`src/rtl/core/mfbp_pkg.sv`:
```
// ----------------------------------------------------------------------------
// mfbp_pkg
// Shared types and constants for the MSB-first bit packer.
// ----------------------------------------------------------------------------
package mfbp_pkg;

    localparam int unsigned BYTE_BITS = 8;
    localparam logic [7:0]  PAD_VALUE = 8'h00;
    localparam logic [3:0]  FREE_EMPTY = 4'd8;

    typedef enum logic
    {
        FUNC_APPEND = 1'b0,
        FUNC_ALIGN  = 1'b1
    } func_t;

    // one input transaction as held in the input register
    typedef struct packed
    {
        func_t      func;
        logic [7:0] data_bits;
        logic [3:0] bit_count;
    } item_t;

    // one result transaction
    typedef struct packed
    {
        logic [7:0] out_byte;
        logic [2:0] pad_bits;
    } result_t;

endpackage

```
`src/rtl/core/mfbp_in_reg.sv`:
```
// ----------------------------------------------------------------------------
// mfbp_in_reg
// Input register: captures one transaction and holds it until the merge
// stage takes it.
// ----------------------------------------------------------------------------
module mfbp_in_reg
(
    input  logic            clk,
    input  logic            rst_n,
    input  logic            in_valid,
    output logic            in_stall,
    input  mfbp_pkg::item_t in_item,
    input  logic            advance,
    output logic            item_valid,
    output mfbp_pkg::item_t item
);

    logic            valid_reg;
    logic            valid_next;
    mfbp_pkg::item_t item_reg;

    assign in_stall   = valid_reg && !advance;
    assign item_valid = valid_reg;
    assign item       = item_reg;

    always_comb
    begin
        valid_next = valid_reg;
        if (in_valid && !in_stall)
        begin
            valid_next = 1'b1;
        end
        else if (advance)
        begin
            valid_next = 1'b0;
        end
    end

    always_ff @(posedge clk or negedge rst_n)
    begin
        if (!rst_n)
        begin
            valid_reg <= 1'b0;
        end
        else
        begin
            valid_reg <= valid_next;
        end
    end

    always_ff @(posedge clk)
    begin
        if (in_valid && !in_stall)
        begin
            item_reg <= in_item;
        end
    end

endmodule

```
`src/rtl/core/mfbp_merge.sv`:
```
// ----------------------------------------------------------------------------
// mfbp_merge
// Packing state and merge logic: appends the top bits of an item to the
// partial byte, completes bytes and flushes on alignment.
// ----------------------------------------------------------------------------
module mfbp_merge
(
    input  logic              clk,
    input  logic              rst_n,
    input  logic              align_enable,
    input  logic              item_valid,
    input  mfbp_pkg::item_t   item,
    input  logic              out_free,
    output logic              advance,
    output logic              res_valid,
    output mfbp_pkg::result_t result
);

    logic [7:0] pending_reg;
    logic [7:0] pending_next;
    logic [3:0] free_reg;
    logic [3:0] free_next;

    logic [3:0] count_sat;
    logic [7:0] data_masked;
    logic [7:0] merged;
    logic [3:0] rest;
    logic       flush;
    logic       fills;

    always_comb
    begin
        count_sat   = (item.bit_count > 4'd8) ? 4'd8 : item.bit_count;
        data_masked = item.data_bits & ~(8'hFF >> count_sat);
        // free_reg stays in 1..8, so the shift is 0..7
        merged      = pending_reg | (data_masked >> (4'd8 - free_reg));
        rest        = count_sat - free_reg;
        flush       = (item.func == mfbp_pkg::FUNC_ALIGN) && align_enable
                      && (free_reg != mfbp_pkg::FREE_EMPTY);
        fills       = (item.func == mfbp_pkg::FUNC_APPEND) && (count_sat != 4'd0)
                      && (count_sat >= free_reg);

        res_valid = item_valid && (flush || fills);
        advance   = item_valid && (!(flush || fills) || out_free);

        result.out_byte = flush ? pending_reg : merged;
        result.pad_bits = flush ? free_reg[2:0] : 3'd0;

        pending_next = pending_reg;
        free_next    = free_reg;
        if (flush)
        begin
            pending_next = mfbp_pkg::PAD_VALUE;
            free_next    = mfbp_pkg::FREE_EMPTY;
        end
        else if (fills)
        begin
            // leftover bits move to the top of the fresh byte
            pending_next = data_masked << free_reg;
            free_next    = mfbp_pkg::FREE_EMPTY - rest;
        end
        else if (item.func == mfbp_pkg::FUNC_APPEND)
        begin
            pending_next = merged;
            free_next    = free_reg - count_sat;
        end
    end

    always_ff @(posedge clk or negedge rst_n)
    begin
        if (!rst_n)
        begin
            pending_reg <= mfbp_pkg::PAD_VALUE;
            free_reg    <= mfbp_pkg::FREE_EMPTY;
        end
        else if (advance)
        begin
            pending_reg <= pending_next;
            free_reg    <= free_next;
        end
    end

    a_free_range: assert property (@(posedge clk) disable iff (!rst_n)
        (free_reg != 4'd0) && (free_reg <= mfbp_pkg::FREE_EMPTY))
        else $error("free bit count out of range");

    a_unwritten_zero: assert property (@(posedge clk) disable iff (!rst_n)
        (pending_reg & ~(8'hFF << free_reg)) == 8'h00)
        else $error("unwritten bits of partial byte not zero");

    a_flush_empties: assert property (@(posedge clk) disable iff (!rst_n)
        advance && flush |=> (free_reg == mfbp_pkg::FREE_EMPTY)
                             && (pending_reg == mfbp_pkg::PAD_VALUE))
        else $error("align flush did not empty the partial byte");

endmodule

```
`src/rtl/core/mfbp_out_reg.sv`:
```
// ----------------------------------------------------------------------------
// mfbp_out_reg
// Result register: holds a finished byte until the sink takes it.
// ----------------------------------------------------------------------------
module mfbp_out_reg
(
    input  logic              clk,
    input  logic              rst_n,
    input  logic              load,
    input  mfbp_pkg::result_t result,
    output logic              out_free,
    output logic              out_valid,
    input  logic              out_stall,
    output mfbp_pkg::result_t out_result
);

    logic              valid_reg;
    logic              valid_next;
    mfbp_pkg::result_t result_reg;

    assign out_free   = !valid_reg || !out_stall;
    assign out_valid  = valid_reg;
    assign out_result = result_reg;

    always_comb
    begin
        valid_next = valid_reg;
        if (load)
        begin
            valid_next = 1'b1;
        end
        else if (!out_stall)
        begin
            valid_next = 1'b0;
        end
    end

    always_ff @(posedge clk or negedge rst_n)
    begin
        if (!rst_n)
        begin
            valid_reg <= 1'b0;
        end
        else
        begin
            valid_reg <= valid_next;
        end
    end

    always_ff @(posedge clk)
    begin
        if (load)
        begin
            result_reg <= result;
        end
    end

endmodule

```
`src/rtl/core/msb_first_bit_packer.sv`:
```
// ----------------------------------------------------------------------------
// msb_first_bit_packer
// Packs 0..8 bit fields MSB first into bytes; align requests flush a
// partial byte with zero padding when enabled.
// ----------------------------------------------------------------------------
//  channel | handshake              | payload
//  --------+------------------------+------------------------------------
//  input   | in_valid / in_stall    | func, data_bits, bit_count
//  result  | out_valid / out_stall  | out_byte, pad_bits
//  config  | cfg_valid / cfg_ready  | cfg_data (align_enable)
//
//  One transaction per cycle sustained while the result side does not stall;
//  an accepted input passes the input register, merge and result register.
//  The merge loop on the partial byte is closed by pending_reg and free_reg.
//  Reset: partial byte empty, align_enable set; cfg_ready is always high.
//  A stalled result holds; input keeps flowing until an item that completes
//  a byte reaches the merge stage, then in_stall rises.
// ----------------------------------------------------------------------------
module msb_first_bit_packer
(
    input  logic       clk,
    input  logic       rst_n,
    input  logic       in_valid,
    output logic       in_stall,
    input  logic       func,
    input  logic [7:0] data_bits,
    input  logic [3:0] bit_count,
    output logic       out_valid,
    input  logic       out_stall,
    output logic [7:0] out_byte,
    output logic [2:0] pad_bits,
    input  logic       cfg_valid,
    output logic       cfg_ready,
    input  logic       cfg_data
);

    logic              align_enable_reg;
    mfbp_pkg::item_t   in_item;
    mfbp_pkg::item_t   item;
    logic              item_valid;
    logic              advance;
    logic              out_free;
    logic              res_valid;
    mfbp_pkg::result_t result;
    mfbp_pkg::result_t out_result;

    assign cfg_ready = 1'b1;

    always_ff @(posedge clk or negedge rst_n)
    begin
        if (!rst_n)
        begin
            align_enable_reg <= 1'b1;
        end
        else if (cfg_valid && cfg_ready)
        begin
            align_enable_reg <= cfg_data;
        end
    end

    assign in_item.func      = mfbp_pkg::func_t'(func);
    assign in_item.data_bits = data_bits;
    assign in_item.bit_count = bit_count;

    mfbp_in_reg u_in_reg
    (
        .clk        (clk),
        .rst_n      (rst_n),
        .in_valid   (in_valid),
        .in_stall   (in_stall),
        .in_item    (in_item),
        .advance    (advance),
        .item_valid (item_valid),
        .item       (item)
    );

    mfbp_merge u_merge
    (
        .clk          (clk),
        .rst_n        (rst_n),
        .align_enable (align_enable_reg),
        .item_valid   (item_valid),
        .item         (item),
        .out_free     (out_free),
        .advance      (advance),
        .res_valid    (res_valid),
        .result       (result)
    );

    mfbp_out_reg u_out_reg
    (
        .clk        (clk),
        .rst_n      (rst_n),
        .load       (advance && res_valid),
        .result     (result),
        .out_free   (out_free),
        .out_valid  (out_valid),
        .out_stall  (out_stall),
        .out_result (out_result)
    );

    assign out_byte = out_result.out_byte;
    assign pad_bits = out_result.pad_bits;

endmodule
```
`config.mk`:
```
export PLATFORM = sky130hd
export DESIGN_NAME = msb_first_bit_packer
export DESIGN_NICKNAME = d
export VERILOG_FILES = /design/src/rtl/core/mfbp_pkg.sv /design/src/rtl/core/mfbp_in_reg.sv /design/src/rtl/core/mfbp_merge.sv /design/src/rtl/core/mfbp_out_reg.sv /design/src/rtl/core/msb_first_bit_packer.sv
export SDC_FILE = /design/constraint.sdc
export NUM_CORES = 1
export LEC_CHECK = 0
export BUFFER_PORTS_ARGS = -buffer_cell sky130_fd_sc_hd__buf_2
export CAP_MARGIN = 40
export CORE_MARGIN = 5
export CORE_UTILIZATION = 50
export CTS_BUF_LIST = sky130_fd_sc_hd__clkbuf_4 sky130_fd_sc_hd__clkbuf_8
export DETAILED_ROUTE_END_ITERATION = 10
export PLACE_DENSITY = 0.78
export SLEW_MARGIN = 20
export SYNTH_ARGS = -nofsm -noshare
export SYNTH_HDL_FRONTEND = slang
export SYNTH_SLANG_ARGS = --single-unit
export TNS_END_PERCENT = 5
```
`constraint.sdc`:
```
create_clock -name clk -period 3.46 [get_ports clk]
set_input_delay 0.692 -clock clk [delete_from_list [all_inputs] [get_ports clk]]
set_output_delay 0.692 -clock clk [all_outputs]
set_load 0.01 [all_outputs]
```
# Word level (Yosys, flattened, before mapping)
# Index checks and enable logic that the tools add are counted.
# word_totals
reg_bits	39
inputBits	19
output_inout_bits	14
elab_cells	58
# classes
n_addsub	4
magnitude_cmp	2
n_eq_ne	3
shift	3
n_mux	12
bitwise_logic	4
n_reduce_logical	20
# op_table
operator	count
2-to-1 mux 8 bit	4
2-to-1 mux 4 bit	4
logical AND 1 bit	9
bitwise AND 8 bit	1
NOT 8 bit	1
OR 8 bit	1
<< shifter 8 x 4 -> 8 bit	1
>> shifter 8 x 4 -> 8 bit	1
>> shifter 8 x 4 -> 8 bit (first input constant)	1
subtractor 4 bit	2
subtractor 4 bit (first input constant)	2
logical NOT 1 bit	5
greater-or-equal comparator 4 bit	1
greater-than comparator 4 bit (second input constant)	1
2-to-1 mux 1 bit	4
inequality test 4 bit (second input constant)	1
nonzero test 4 bit	1
logical OR 1 bit	3
inequality test 3 x 1 -> 1 bit (second input constant)	1
inequality test 2 x 1 -> 1 bit (second input constant)	1
AND reduction 2 bit	1
nonzero test 2 bit	1
NOT 1 bit	1

# Logic depth before layout (Yosys ltp)
# Gate-level depths: netlist (run 1).
# logic_depth
depth_word	14
depth_mapped	13

# Modules after synthesis
# Synthesis (run 1) repeated with hierarchy kept, for this count alone.
# hier_totals
hier_cells	261
hier_area_um2	2712.6
# by_module_without_submodules
mod	instances	cells_per_inst	area_each_um2
mfbp_merge	1	224	1839.3
mfbp_in_reg	1	18	447.9
mfbp_out_reg	1	14	366.6
msb_first_bit_packer	1	5	58.8

# Worst setup path after synthesis (run 1)
# Ideal clock, no wire load.
# synth_timing
path_kind	reg2out
from	reg u_in_reg.item_reg, in the netlist u_in_reg.item[3]
to	out in_stall
t_arrival_ps	2352
required_ps	2768
slack_ps	416
path_stages_with_launch	12
n_path_buf	2
cell_sequence	edfxtp_1 > buf_6 > buf_2 > nor2b_1 > ha_1 > inv_1 > fa_1 > nand3_1 > a21oi_1 > o31ai_2 > nand2_1 > nor2_1
# synth_via
elab_chain_len	11
# synth_rtl
element	line_no	rtl
from (decl)	mfbp_in_reg.sv:20	mfbp_pkg::item_t item_reg;
from (signal assigned)	mfbp_in_reg.sv:55	item_reg <= in_item;
greater-than comparator 4 bit	mfbp_merge.sv:33	count_sat = (item.bit_count > 4'd8) ? 4'd8 : item.bit_count;
2-to-1 mux 4 bit *	mfbp_merge.sv:33	
parallel branches: the longest is 2 deep, another holds greater-or-equal comparator 4 bit	-	
logical AND 1 bit *	mfbp_merge.sv:41	&& (count_sat >= free_reg);
logical OR 1 bit *	mfbp_merge.sv:44	advance = item_valid && (!(flush || fills) || out_free);
logical NOT 1 bit *	mfbp_merge.sv:44	
logical OR 1 bit *	mfbp_merge.sv:44	
logical AND 1 bit *	mfbp_merge.sv:44	
logical NOT 1 bit *	mfbp_in_reg.sv:22	assign in_stall = valid_reg && !advance;
logical AND 1 bit *	mfbp_in_reg.sv:22	
to (decl)	msb_first_bit_packer.sv:24	output logic in_stall,
# Every way passes the cells marked *.

# Final worst setup path (run 1)
# layout_timing
from	reg u_in_reg.item_reg, in the netlist u_in_reg.item[0]
to	out in_stall
# Same word-level chain as after synthesis.

==> results.ini, run 1 <==
[outcome]
outcome = completed

[placement]
io_buffers = 31
gp_congestion = 0.881
hpwl_mm = 4.44
pre_cts_ws_ps = 428

[synth]
ys_types = 65
netlist_instances = 257
synth_top_family_by_area = compound AO/OA/AOI/OAI gates
synth-simple-area-share = 0.151
synthMuxAreaShare = 0.0362
synth_edf_count = 24
ys.flop_type = edfxtp_1
synth_xor_xnor_area_share = 0.0171
avgSynthCellArea_um2 = 9.97
synthArstFlopShare = 0.385
ys_seq_area_frac = 0.429
synth_compound_area_frac = 0.242
synth_fa_ha_area_frac = 0.0655
synth.cell_area_um2 = 2560
syn_nets = 287
ys_ff_latch = 39
ys_warn_count = 0

[final_layout]
area_delta_synth_final_pct = 14.2
nNetsFinal = 322
seq_area_um2 = 1100
fill_cells = 430
layout_common_cells = 31 x buf_2, 24 x nand2_1, 24 x a21oi_1, 24 x edfxtp_1, 16 x nor2_1
largest_reg_flops = 13
multi_input_area_um2 = 1320
antennaDiodeCount = 0
drive_gt1_frac = 0.249
final_common_cell = buf_2

[pwr]
vdd_ir_drop_max_v = 0.000479
cell_internal_pwr_uw = 1460
p_clk_frac = 0.142
power_frac_comb = 0.569
power_density_nw_per_um2 = 884
switching_share = 0.434
seqPwrFrac = 0.289
p_leak_uw = 0.00118
p_sw_uw = 1120

[sta]
fmaxAchievable_mhz = 310
maxSlewViolCount = 0
finalSetupViolCount = 0
tns_ps = 0
finalHoldViolations = 0
relSlewSlack = 0.602
layout_min_cycle_time_ps = 3230
finClkSkew_ps = 8.68
tightest_slew_ps = 589
finalWorstSetupSlack_ps = 230
rsz0062_at_grt = no
finalCritPeriodShare = 0.934

[clock_tree]
numCtsBuffers = 5
clock_sinks = 39
cts.htree.levels = 2
clk_pin_slew_ps = 80
root_buffer = clkbuf_8
clock_path_buffers = 2
cts_hold_buf = 0
clk_latency_ps = 300
cts_tree = built

[global_routing]
grt_pass1_vias = 2006
grt_pass1_wl_mm = 9.86
globalRoute.totalOverflow = 0
track_usage = 0.198
antenna_found_initial = 0
grt_start_max_net_pins = 27

[setup_path]
critical_path.slowest_cell = edfxtp_1
start_kind = register
crit_chain = nor2b_1 -> ha_1 -> inv_1 -> fa_1 -> nand3_1 -> a21oi_1 -> o31ai_4 -> nand2_1 -> nor2_1 -> buf_2
critical_path_arrival_ps = 2540
crit_fanout = 6
worst_ep_required_time_ps = 2770
slowest_delay_ps = 450
endpoint_kind = output pin
crit_type = register to output pin

[route]
via_per_inst = 5.98
drcViolationCount = 0
first_pass_iters = 5
drt_wl_total_mm = 6.12
ant_nets = 0
vias = 2172
drtIter0Drc = 212
wl_per_cell_um = 16.9

[die]
die_h_um = 81.6
row_count = 26
core_um2 = 5040
die_x_um = 81.6
floorplan.initialDensity = 0.508
die-area_um2 = 6650
io_pins = 33

[run]
maxCapViolCount = 0

[hold_path]
hp-class = primary input to async pin

-- Yosys cell counts (all sizes together) (2+ instances only) --
library cell | count | area share
a21oi | 25 | 0.050
edfxtp | 24 | 0.28
nand2 | 24 | 0.035
nor2 | 17 | 0.026
buf | 14 | 0.037
dfrtp | 13 | 0.13
o21ai | 13 | 0.025
inv | 9 | 0.013
ha | 7 | 0.034
mux2i | 7 | 0.027
nand3 | 7 | 0.014
nor3 | 7 | 0.016
a31o | 6 | 0.021
a31oi | 6 | 0.021
nor2b | 5 | 0.012
a41o | 4 | 0.016
clkbuf | 4 | 0.0059
fa | 4 | 0.031
o211ai | 4 | 0.012
xnor2 | 4 | 0.014
nand2b | 3 | 0.0073
o21bai | 3 | 0.0088
o22ai | 3 | 0.0073
o31a | 3 | 0.010
and2 | 2 | 0.0049
and3 | 2 | 0.0049
dfstp | 2 | 0.021
mux2 | 2 | 0.0088
nand4 | 2 | 0.0049
nor4 | 2 | 0.011
o221a | 2 | 0.0088
o2bb2ai | 2 | 0.0068
or2 | 2 | 0.0049
or3 | 2 | 0.0049
-- cell families after synthesis --
group / after synthesis
DFF: 39
muxes: 9
AOI/OAI and AO/OA: 87
adders and majority gates: 11
xor gates and xnor gates: 5
buffers and inverters: 28
other: 1
and+or+nand+nor: 77
-- worst max-delay path, delay by kind of cell (launching register included) --
kind                     cells  cell delay (ps)
AO/OA/AOI/OAI                2              380
AND/OR/NAND/NOR              4              570
buffers and inverters        2              250
flip-flops                   1              450
adder cells (fa/ha/maj)      2              610
-- power by group through the flow --
stage / Combinational (µW) / Clock (µW) / Sequential (µW)
2_1_floorplan: 1070 / 0 / 749
3_3_place_gp: 1390 / 0 / 749
3_5_place_dp: 1420 / 0 / 754
4_1_cts: 1440 / 373 / 744
5_1_grt: 1620 / 400 / 758
6_report: 1470 / 368 / 746
-- timing repair --
action	in CTS	in global routing
endpoints found under the setup margin	0	1
gates resized for setup	0	2
buffers inserted	0	3
-- per-stage QoR --
stage | utilization | power, µW | cells | hold WS [ps] | area, µm²
floorplan | - | 1820 | 257 | 396 | 2560
global placement | 0.551 | 2140 | 351 | 481 | 2780
detailed placement | 0.552 | 2170 | 352 | 496 | 2780
CTS | 0.573 | 2550 | 360 | 308 | 2890
global route | 0.580 | 2780 | 363 | 325 | 2920
finish | 0.580 | 2590 | 363 | 305 | 2920
-- final timing paths --
path                                        start                 endpoint  slack (ps)  depth (start not counted)
max                              u_in_reg.item[0]                 in_stall         230                         10
min                                         rst_n   u_merge.pending_reg[4]         300                          1
max reg2reg                      u_in_reg.item[0]  u_out_reg.out_result[4]         610                          9
min reg2reg                u_merge.pending_reg[1]   u_merge.pending_reg[1]         530                          2
max in group asynchronous                   rst_n      u_merge.free_reg[3]        2830                          1
min in group clk           u_merge.pending_reg[1]   u_merge.pending_reg[1]         530                          2
-- routing by layer --
layer	track usage	up-vias	wire length (µm)	part of all wire
met5	0	-	0	0
met4	0.0864	0	195	0.032
met3	0.0329	17	391	0.064
met2	0.327	104	2970	0.48
met1	0.255	1025	2570	0.42
li1	-	1026	-	-
-- final cells by class --
cell class | instances | share of cell area
well taps | 70 | 0.0300
clock buffers | 5 | 0.0235
inverters | 10 | 0.0128
flip-flops and latches | 39 | 0.376
clock inverters | 3 | 0.0133
repair buffers | 46 | 0.0916
multi-input cells | 190 | 0.453
Power figures use the tool's default switching activity.
==> inputs of run 2 (changes only) <==
BUFFER_PORTS_ARGS = -buffer_cell sky130_fd_sc_hd__buf_4   (was -buffer_cell sky130_fd_sc_hd__buf_2)
==> results.ini, run 2 (synthesized netlist as in run 1, its figures left out) <==
[outcome]
outcome = completed

[global_routing]
globalRoute.totalOverflow = 0  ; unchanged
grt_start_max_net_pins = 27  ; unchanged
antenna_found_initial = 0  ; unchanged
track_usage = 0.199  ; +0.00131
met2_usage = 0.324  ; -0.00326
grt_pass1_vias = 2038  ; +1.6%
grt_pass1_wl_mm = 9.95  ; +0.90%
gr-usage-met3 = 0.0340  ; +0.00110
grt.busiest_layer = met2
use_met1 = 0.261  ; +0.00526

[final_layout]
fin_cells = 365  ; +0.55%
stdcell_area_um2 = 3010  ; +3.0%
area_delta_synth_final_pct = 17.6
drive_gt1_frac = 0.254  ; +0.00509
antennaDiodeCount = 0  ; unchanged
final_common_cell = buf_4
largest_reg_flops = 13  ; unchanged
layout_common_cells = 48 x buf_4, 24 x nand2_1, 24 x a21oi_1, 24 x edfxtp_1, 16 x nor2_1
nNetsFinal = 324  ; +0.62%
utilization = 0.597  ; +0.0174

[sta]
finalHoldViolations = 0  ; unchanged
layout_min_cycle_time_ps = 3210  ; -22.1 ps
rsz0062_at_grt = no
tightest_slew_ps = 600  ; +11.4 ps
finalSetupViolCount = 0  ; unchanged
finalCritPeriodShare = 0.927  ; -0.00640
maxSlewViolCount = 0  ; unchanged
fmaxAchievable_mhz = 312  ; +0.69%
relSlewSlack = 0.594  ; -0.00769
tns_ps = 0  ; unchanged
finClkSkew_ps = 8.83  ; +0.157 ps

[pwr]
power_frac_comb = 0.568  ; about the same
p_leak_uw = 0.00122  ; +3.2%
switching_share = 0.429  ; -0.00551
vdd_ir_drop_max_v = 0.000510  ; +6.6%
seqPwrFrac = 0.285  ; -0.004
p_clk_frac = 0.147  ; +0.005
p_sw_uw = 1120  ; about the same
cell_internal_pwr_uw = 1500  ; +2.3%
power_density_nw_per_um2 = 870  ; -1.6%
power.total_uw = 2620  ; +1.3%

[clock_tree]
clock_sinks = 39  ; unchanged
cts_hold_buf = 0  ; unchanged
numCtsBuffers = 5  ; unchanged
clock_path_buffers = 2  ; unchanged
cts_tree = built
clk_latency_ps = 300  ; about the same
root_buffer = clkbuf_8
cts_resized = 0  ; unchanged
clk_pin_slew_ps = 90  ; about the same
cts.htree.levels = 2  ; unchanged
cts_setup_buffers = 0  ; unchanged

[placement]
io_buffers = 31  ; unchanged
placed_cells = 352  ; unchanged
place_area_um2 = 2860  ; +2.8%
gp_congestion = 0.871  ; -1.1%
hpwl_mm = 4.48  ; +0.94%

[route]
drtIter0Drc = 194  ; -8.5%
via_per_inst = 5.96  ; -0.32%
ant_nets = 0  ; unchanged
wl_per_cell_um = 16.7  ; -0.76%
first_pass_iters = 5  ; unchanged
vias = 2177  ; +0.23%
drcViolationCount = 0  ; unchanged
drt_wl_total_mm = 6.11  ; -0.21%

[die]
core_um2 = 5040  ; unchanged
die-area_um2 = 6650  ; unchanged
die_x_um = 81.6  ; unchanged
io_pins = 33  ; unchanged
die_h_um = 81.6  ; unchanged
floorplan.initialDensity = 0.508  ; unchanged
row_count = 26  ; unchanged

[run]
maxCapViolCount = 0  ; unchanged

[setup_path]
start_kind = register
critical_path_arrival_ps = 2520  ; -20 ps
crit_type = register to output pin
worst_ep_required_time_ps = 2770  ; about the same
endpoint_kind = output pin
crit_fanout = 7  ; +1

[hold_path]
hp-class = primary input to async pin

## run 2: final cells by class
| cell class | count | area (µm²) |
|---|---|---|
| fill | 416 | 2030 |
| multi-input combinational | 190 | 1320 |
| sequential | 39 | 1100 |
| timing repair buffer | 48 | 360 |
| tap | 70 | 87.6 |
| clock buffer | 5 | 68.8 |
| clock inverter | 3 | 43.8 |
| inverter | 10 | 37.5 |
## run 2: path summary, 6_finish.rpt
| kind | start | end | slack (ps) | depth (start not counted) |
|---|---|---|---|---|
| setup / recovery | u_in_reg.item[0] | in_stall | 250 | 10 |
| hold / removal | rst_n | u_merge.pending_reg[1] | 240 | 1 |
| setup reg to reg | u_in_reg.item[0] | u_out_reg.out_result[1] | 510 | 10 |
| hold reg to reg | u_merge.pending_reg[1] | u_merge.pending_reg[1] | 510 | 2 |
| max in group asynchronous | rst_n | u_merge.free_reg[3] | 2970 | 1 |
| min in group clk | u_merge.pending_reg[1] | u_merge.pending_reg[1] | 510 | 2 |
## run 2: worst max-delay path, cell delays in order, from the launching register on
cell and delay, ps:
edfxtp_1 460, nor2b_1 210, ha_1 180, inv_1 80, fa_1 410, nand3_1 90, a21oi_1 90, o31ai_2 270
nand2_1 100, nor2_1 160, buf_4 150
## run 2: per-layer routing
layer  up-vias  share of wire  routed length, µm
li1       1034              -                  -
met1      1034           0.41               2530
met2        97           0.49               2990
met3        12          0.068                418
met4         0          0.028                171
met5         -              0                  0
## run 2: through the flow
stage               hold slack (ps)  worst slack [ps]
floorplan                       396               416
global placement                480               489
detailed placement              485               425
CTS                             236              49.2
global route                    244              78.3
finish                          236               252
## run 2: power by group through the flow
stage	clock (µW)	combinational, µW	sequential [µW]
floorplan	0	1070	749
global placement	0	1420	752
detailed placement	0	1450	759
CTS	391	1460	748
global route	417	1640	762
finish	384	1490	748
==> inputs of run 3 (changes only) <==
ABC_AREA = 1   (was not set)
CORE_ASPECT_RATIO = 0.8   (was not set)
==> results.ini, run 3 <==
[outcome]
outcome = completed

[final_layout]
fill_cells = 454  ; +9.1%
antennaDiodeCount = 0  ; unchanged
seq_area_um2 = 1100  ; unchanged
largest_reg_flops = 13  ; unchanged
nNetsFinal = 363  ; +12%
final_common_cell = nand2_1
area_delta_synth_final_pct = 15.9
layout_common_cells = 89 x nand2_1, 35 x buf_4, 34 x nand3_1
fin_cells = 396  ; +8.5%
multi_input_area_um2 = 1250  ; -4.8%
drive_gt1_frac = 0.234  ; -0.0207

[clock_tree]
cts_tree = built
cts.htree.levels = 2  ; unchanged
cts_hold_buf = 0  ; unchanged
root_buffer = clkbuf_8
clock_path_buffers = 2  ; unchanged
numCtsBuffers = 5  ; unchanged
clk_latency_ps = 290  ; about the same
clk_pin_slew_ps = 80  ; about the same
clock_sinks = 39  ; unchanged

[sta]
rsz0062_at_grt = no
finalHoldViolations = 0  ; unchanged
finClkSkew_ps = 5.30  ; -3.53 ps
tns_ps = 0  ; unchanged
layout_min_cycle_time_ps = 3190  ; -14.5 ps
whs_ps = 258  ; +21.6 ps
fmaxAchievable_mhz = 313  ; +0.45%
finalWorstSetupSlack_ps = 266  ; +14.5 ps
finalSetupViolCount = 0  ; unchanged
maxSlewViolCount = 0  ; unchanged
finalCritPeriodShare = 0.923  ; -0.00420

[route]
drt_wl_total_mm = 5.80  ; -5.1%
ant_nets = 0  ; unchanged
drcViolationCount = 0  ; unchanged
vias = 2073  ; -4.8%
drtIter0Drc = 247  ; +27%
via_per_inst = 5.23  ; -12%
first_pass_iters = 4  ; -1
wl_per_cell_um = 14.6  ; -13%

[die]
die-area_um2 = 6630  ; -0.29%
die_h_um = 73.9  ; -9.5%
floorplan.initialDensity = 0.512  ; +0.00400
die_x_um = 89.8  ; +10%
core_um2 = 4980  ; -1.3%
row_count = 23  ; -12%
io_pins = 33  ; unchanged

[setup_path]
critical_path.slowest_cell = edfxtp_1
crit_chain = nor2_1 -> ha_1 -> inv_1 -> fa_1 -> nand3_1 -> nand2_1 -> nand2_1 -> nand3_4 -> nand2_2 -> nand2_4 -> nor2_1 -> buf_4
crit_type = register to output pin
start_kind = register
worstReg2RegEnd = u_out_reg.out_result[10]
endpoint_kind = output pin
crit_fanout = 11  ; +4
slowest_delay_ps = 450  ; about the same
r2r_slack_ps = 570  ; +60 ps
critical_path_arrival_ps = 2500  ; -20 ps
reg2regPathDepth = 11  ; +1
r2r-start = u_in_reg.item[3]
worst_ep_required_time_ps = 2770  ; about the same

[global_routing]
grt_pass1_wl_mm = 9.40  ; -5.5%
antenna_found_initial = 0  ; unchanged
globalRoute.totalOverflow = 0  ; unchanged
grt_pass1_vias = 2008  ; -1.5%
grt_start_max_net_pins = 16  ; -41%
track_usage = 0.179  ; -0.0197

[synth]
netlist_instances = 298  ; +16%
avgSynthCellArea_um2 = 8.55  ; -14%
ys.flop_type = edfxtp_1
synth-simple-area-share = 0.312  ; +0.160
synthMuxAreaShare = 0.00835  ; -0.0278
synth.top_cell.area_share = 0.283  ; +0.00138
synth_fa_ha_area_frac = 0.0658  ; +0.000321
synth.cell_area_um2 = 2550  ; -0.49%
synth_compound_area_frac = 0.0800  ; -0.162
synthTopCellsByCount = 89 x nand2_1, 34 x nand3_1, 32 x inv_1, 24 x edfxtp_1, 21 x nor2_1
ys_seq_area_frac = 0.431  ; +0.00211
ys_warn_count = 0  ; unchanged
synth_xor_xnor_area_share = 0.0211  ; +0.00401
synth_most_common_cell = nand2_1
synth.area.top_cells = edfxtp_1 28%, nand2_1 13%, dfrtp_1 13%
synth_top_family_by_area = simple AND/OR/NAND/NOR gates
yosys.area.top_type = edfxtp_1
syn_nets = 328  ; +14%
synth_edf_count = 24  ; unchanged
synthArstFlopShare = 0.385  ; unchanged
ys_types = 40  ; -38%
ys_ff_latch = 39  ; unchanged

[placement]
pre_cts_ws_ps = 436  ; +11.2 ps
hpwl_mm = 4.52  ; +0.92%
placed_cells = 386  ; +9.7%
gp_congestion = 0.945  ; +8.4%
io_buffers = 31  ; unchanged

[hold_path]
hp-class = primary input to async pin

[pwr]
p_leak_uw = 0.00145  ; +19%
vdd_ir_drop_max_v = 0.000392  ; -23%
power_density_nw_per_um2 = 879  ; +0.97%

[run]
maxCapViolCount = 0  ; unchanged

## run 3: power by group
| part | internal [µW] | leakage (µW) | total [µW] | switching (µW) |
|---|---|---|---|---|
| logic | 534 | 0.000976 | 1450 | 916 |
| registers | 660 | 0.000412 | 753 | 92.5 |
| clock network | 233 | 0.0000612 | 392 | 159 |
## run 3: cell families (layout without fill, tap and decap cells)
kind of cell | count (synthesis) | in the layout
XOR/XNOR | 4 | 4
buffers and inverters | 44 | 80
adder cells (fa/ha/maj) | 11 | 11
other | 1 | 1
AND/OR/NAND/NOR | 167 | 167
multiplexers | 2 | 2
flip-flops | 39 | 39
AO/OA/AOI/OAI | 30 | 30
## run 3: worst max path at each step
stage / start / endpoint / slack, ps / cells past startpoint
after floorplan: u_merge.free_reg[0] / in_stall / 920 / 12
after global placement: u_in_reg.item[3] / in_stall / 570 / 12
after detailed placement: u_in_reg.item[3] / in_stall / 440 / 12
after CTS: u_in_reg.item[3] / in_stall / 110 / 12
after global routing: u_merge.free_reg[0] / in_stall / 70 / 12
final: u_in_reg.item[3] / in_stall / 270 / 12
## run 3: layout make-up
cell class,count,area share
clock inverter,2,0.0119
tap,62,0.0263
multi-input combinational,215,0.424
clock buffer,6,0.0280
sequential,39,0.372
inverter,37,0.0487
timing repair buffer,35,0.0890
## run 3: stage by stage
step / utilization / power (µW) / cell area [µm²]
after floorplan: - / 1850 / 2550
after global placement: 0.565 / 2150 / 2810
after detailed placement: 0.565 / 2190 / 2810
after CTS: 0.589 / 2590 / 2930
after global routing: 0.593 / 2800 / 2950
final: 0.593 / 2590 / 2950
## run 3: worst max-delay path, delay by kind of cell, from the launching register on
family	cells	cell delay, ps
simple gates	8	950
fa+ha+maj	2	610
flops	1	450
buf+inv	2	210
## run 3: repair_timing
item	4_1_cts	5_1_grt
setup endpoints to repair	0	1
setup buffers	0	2
gates resized for setup	0	1
## run 3: layer usage
metal / routed length, µm / vias to the layer above / GRT usage
met4: 102 / 0 / 0.0604
met2: 2660 / 73 / 0.300
met5: 0 / - / 0
met3: 297 / 11 / 0.0338
met1: 2740 / 952 / 0.236
li1: - / 1037 / -
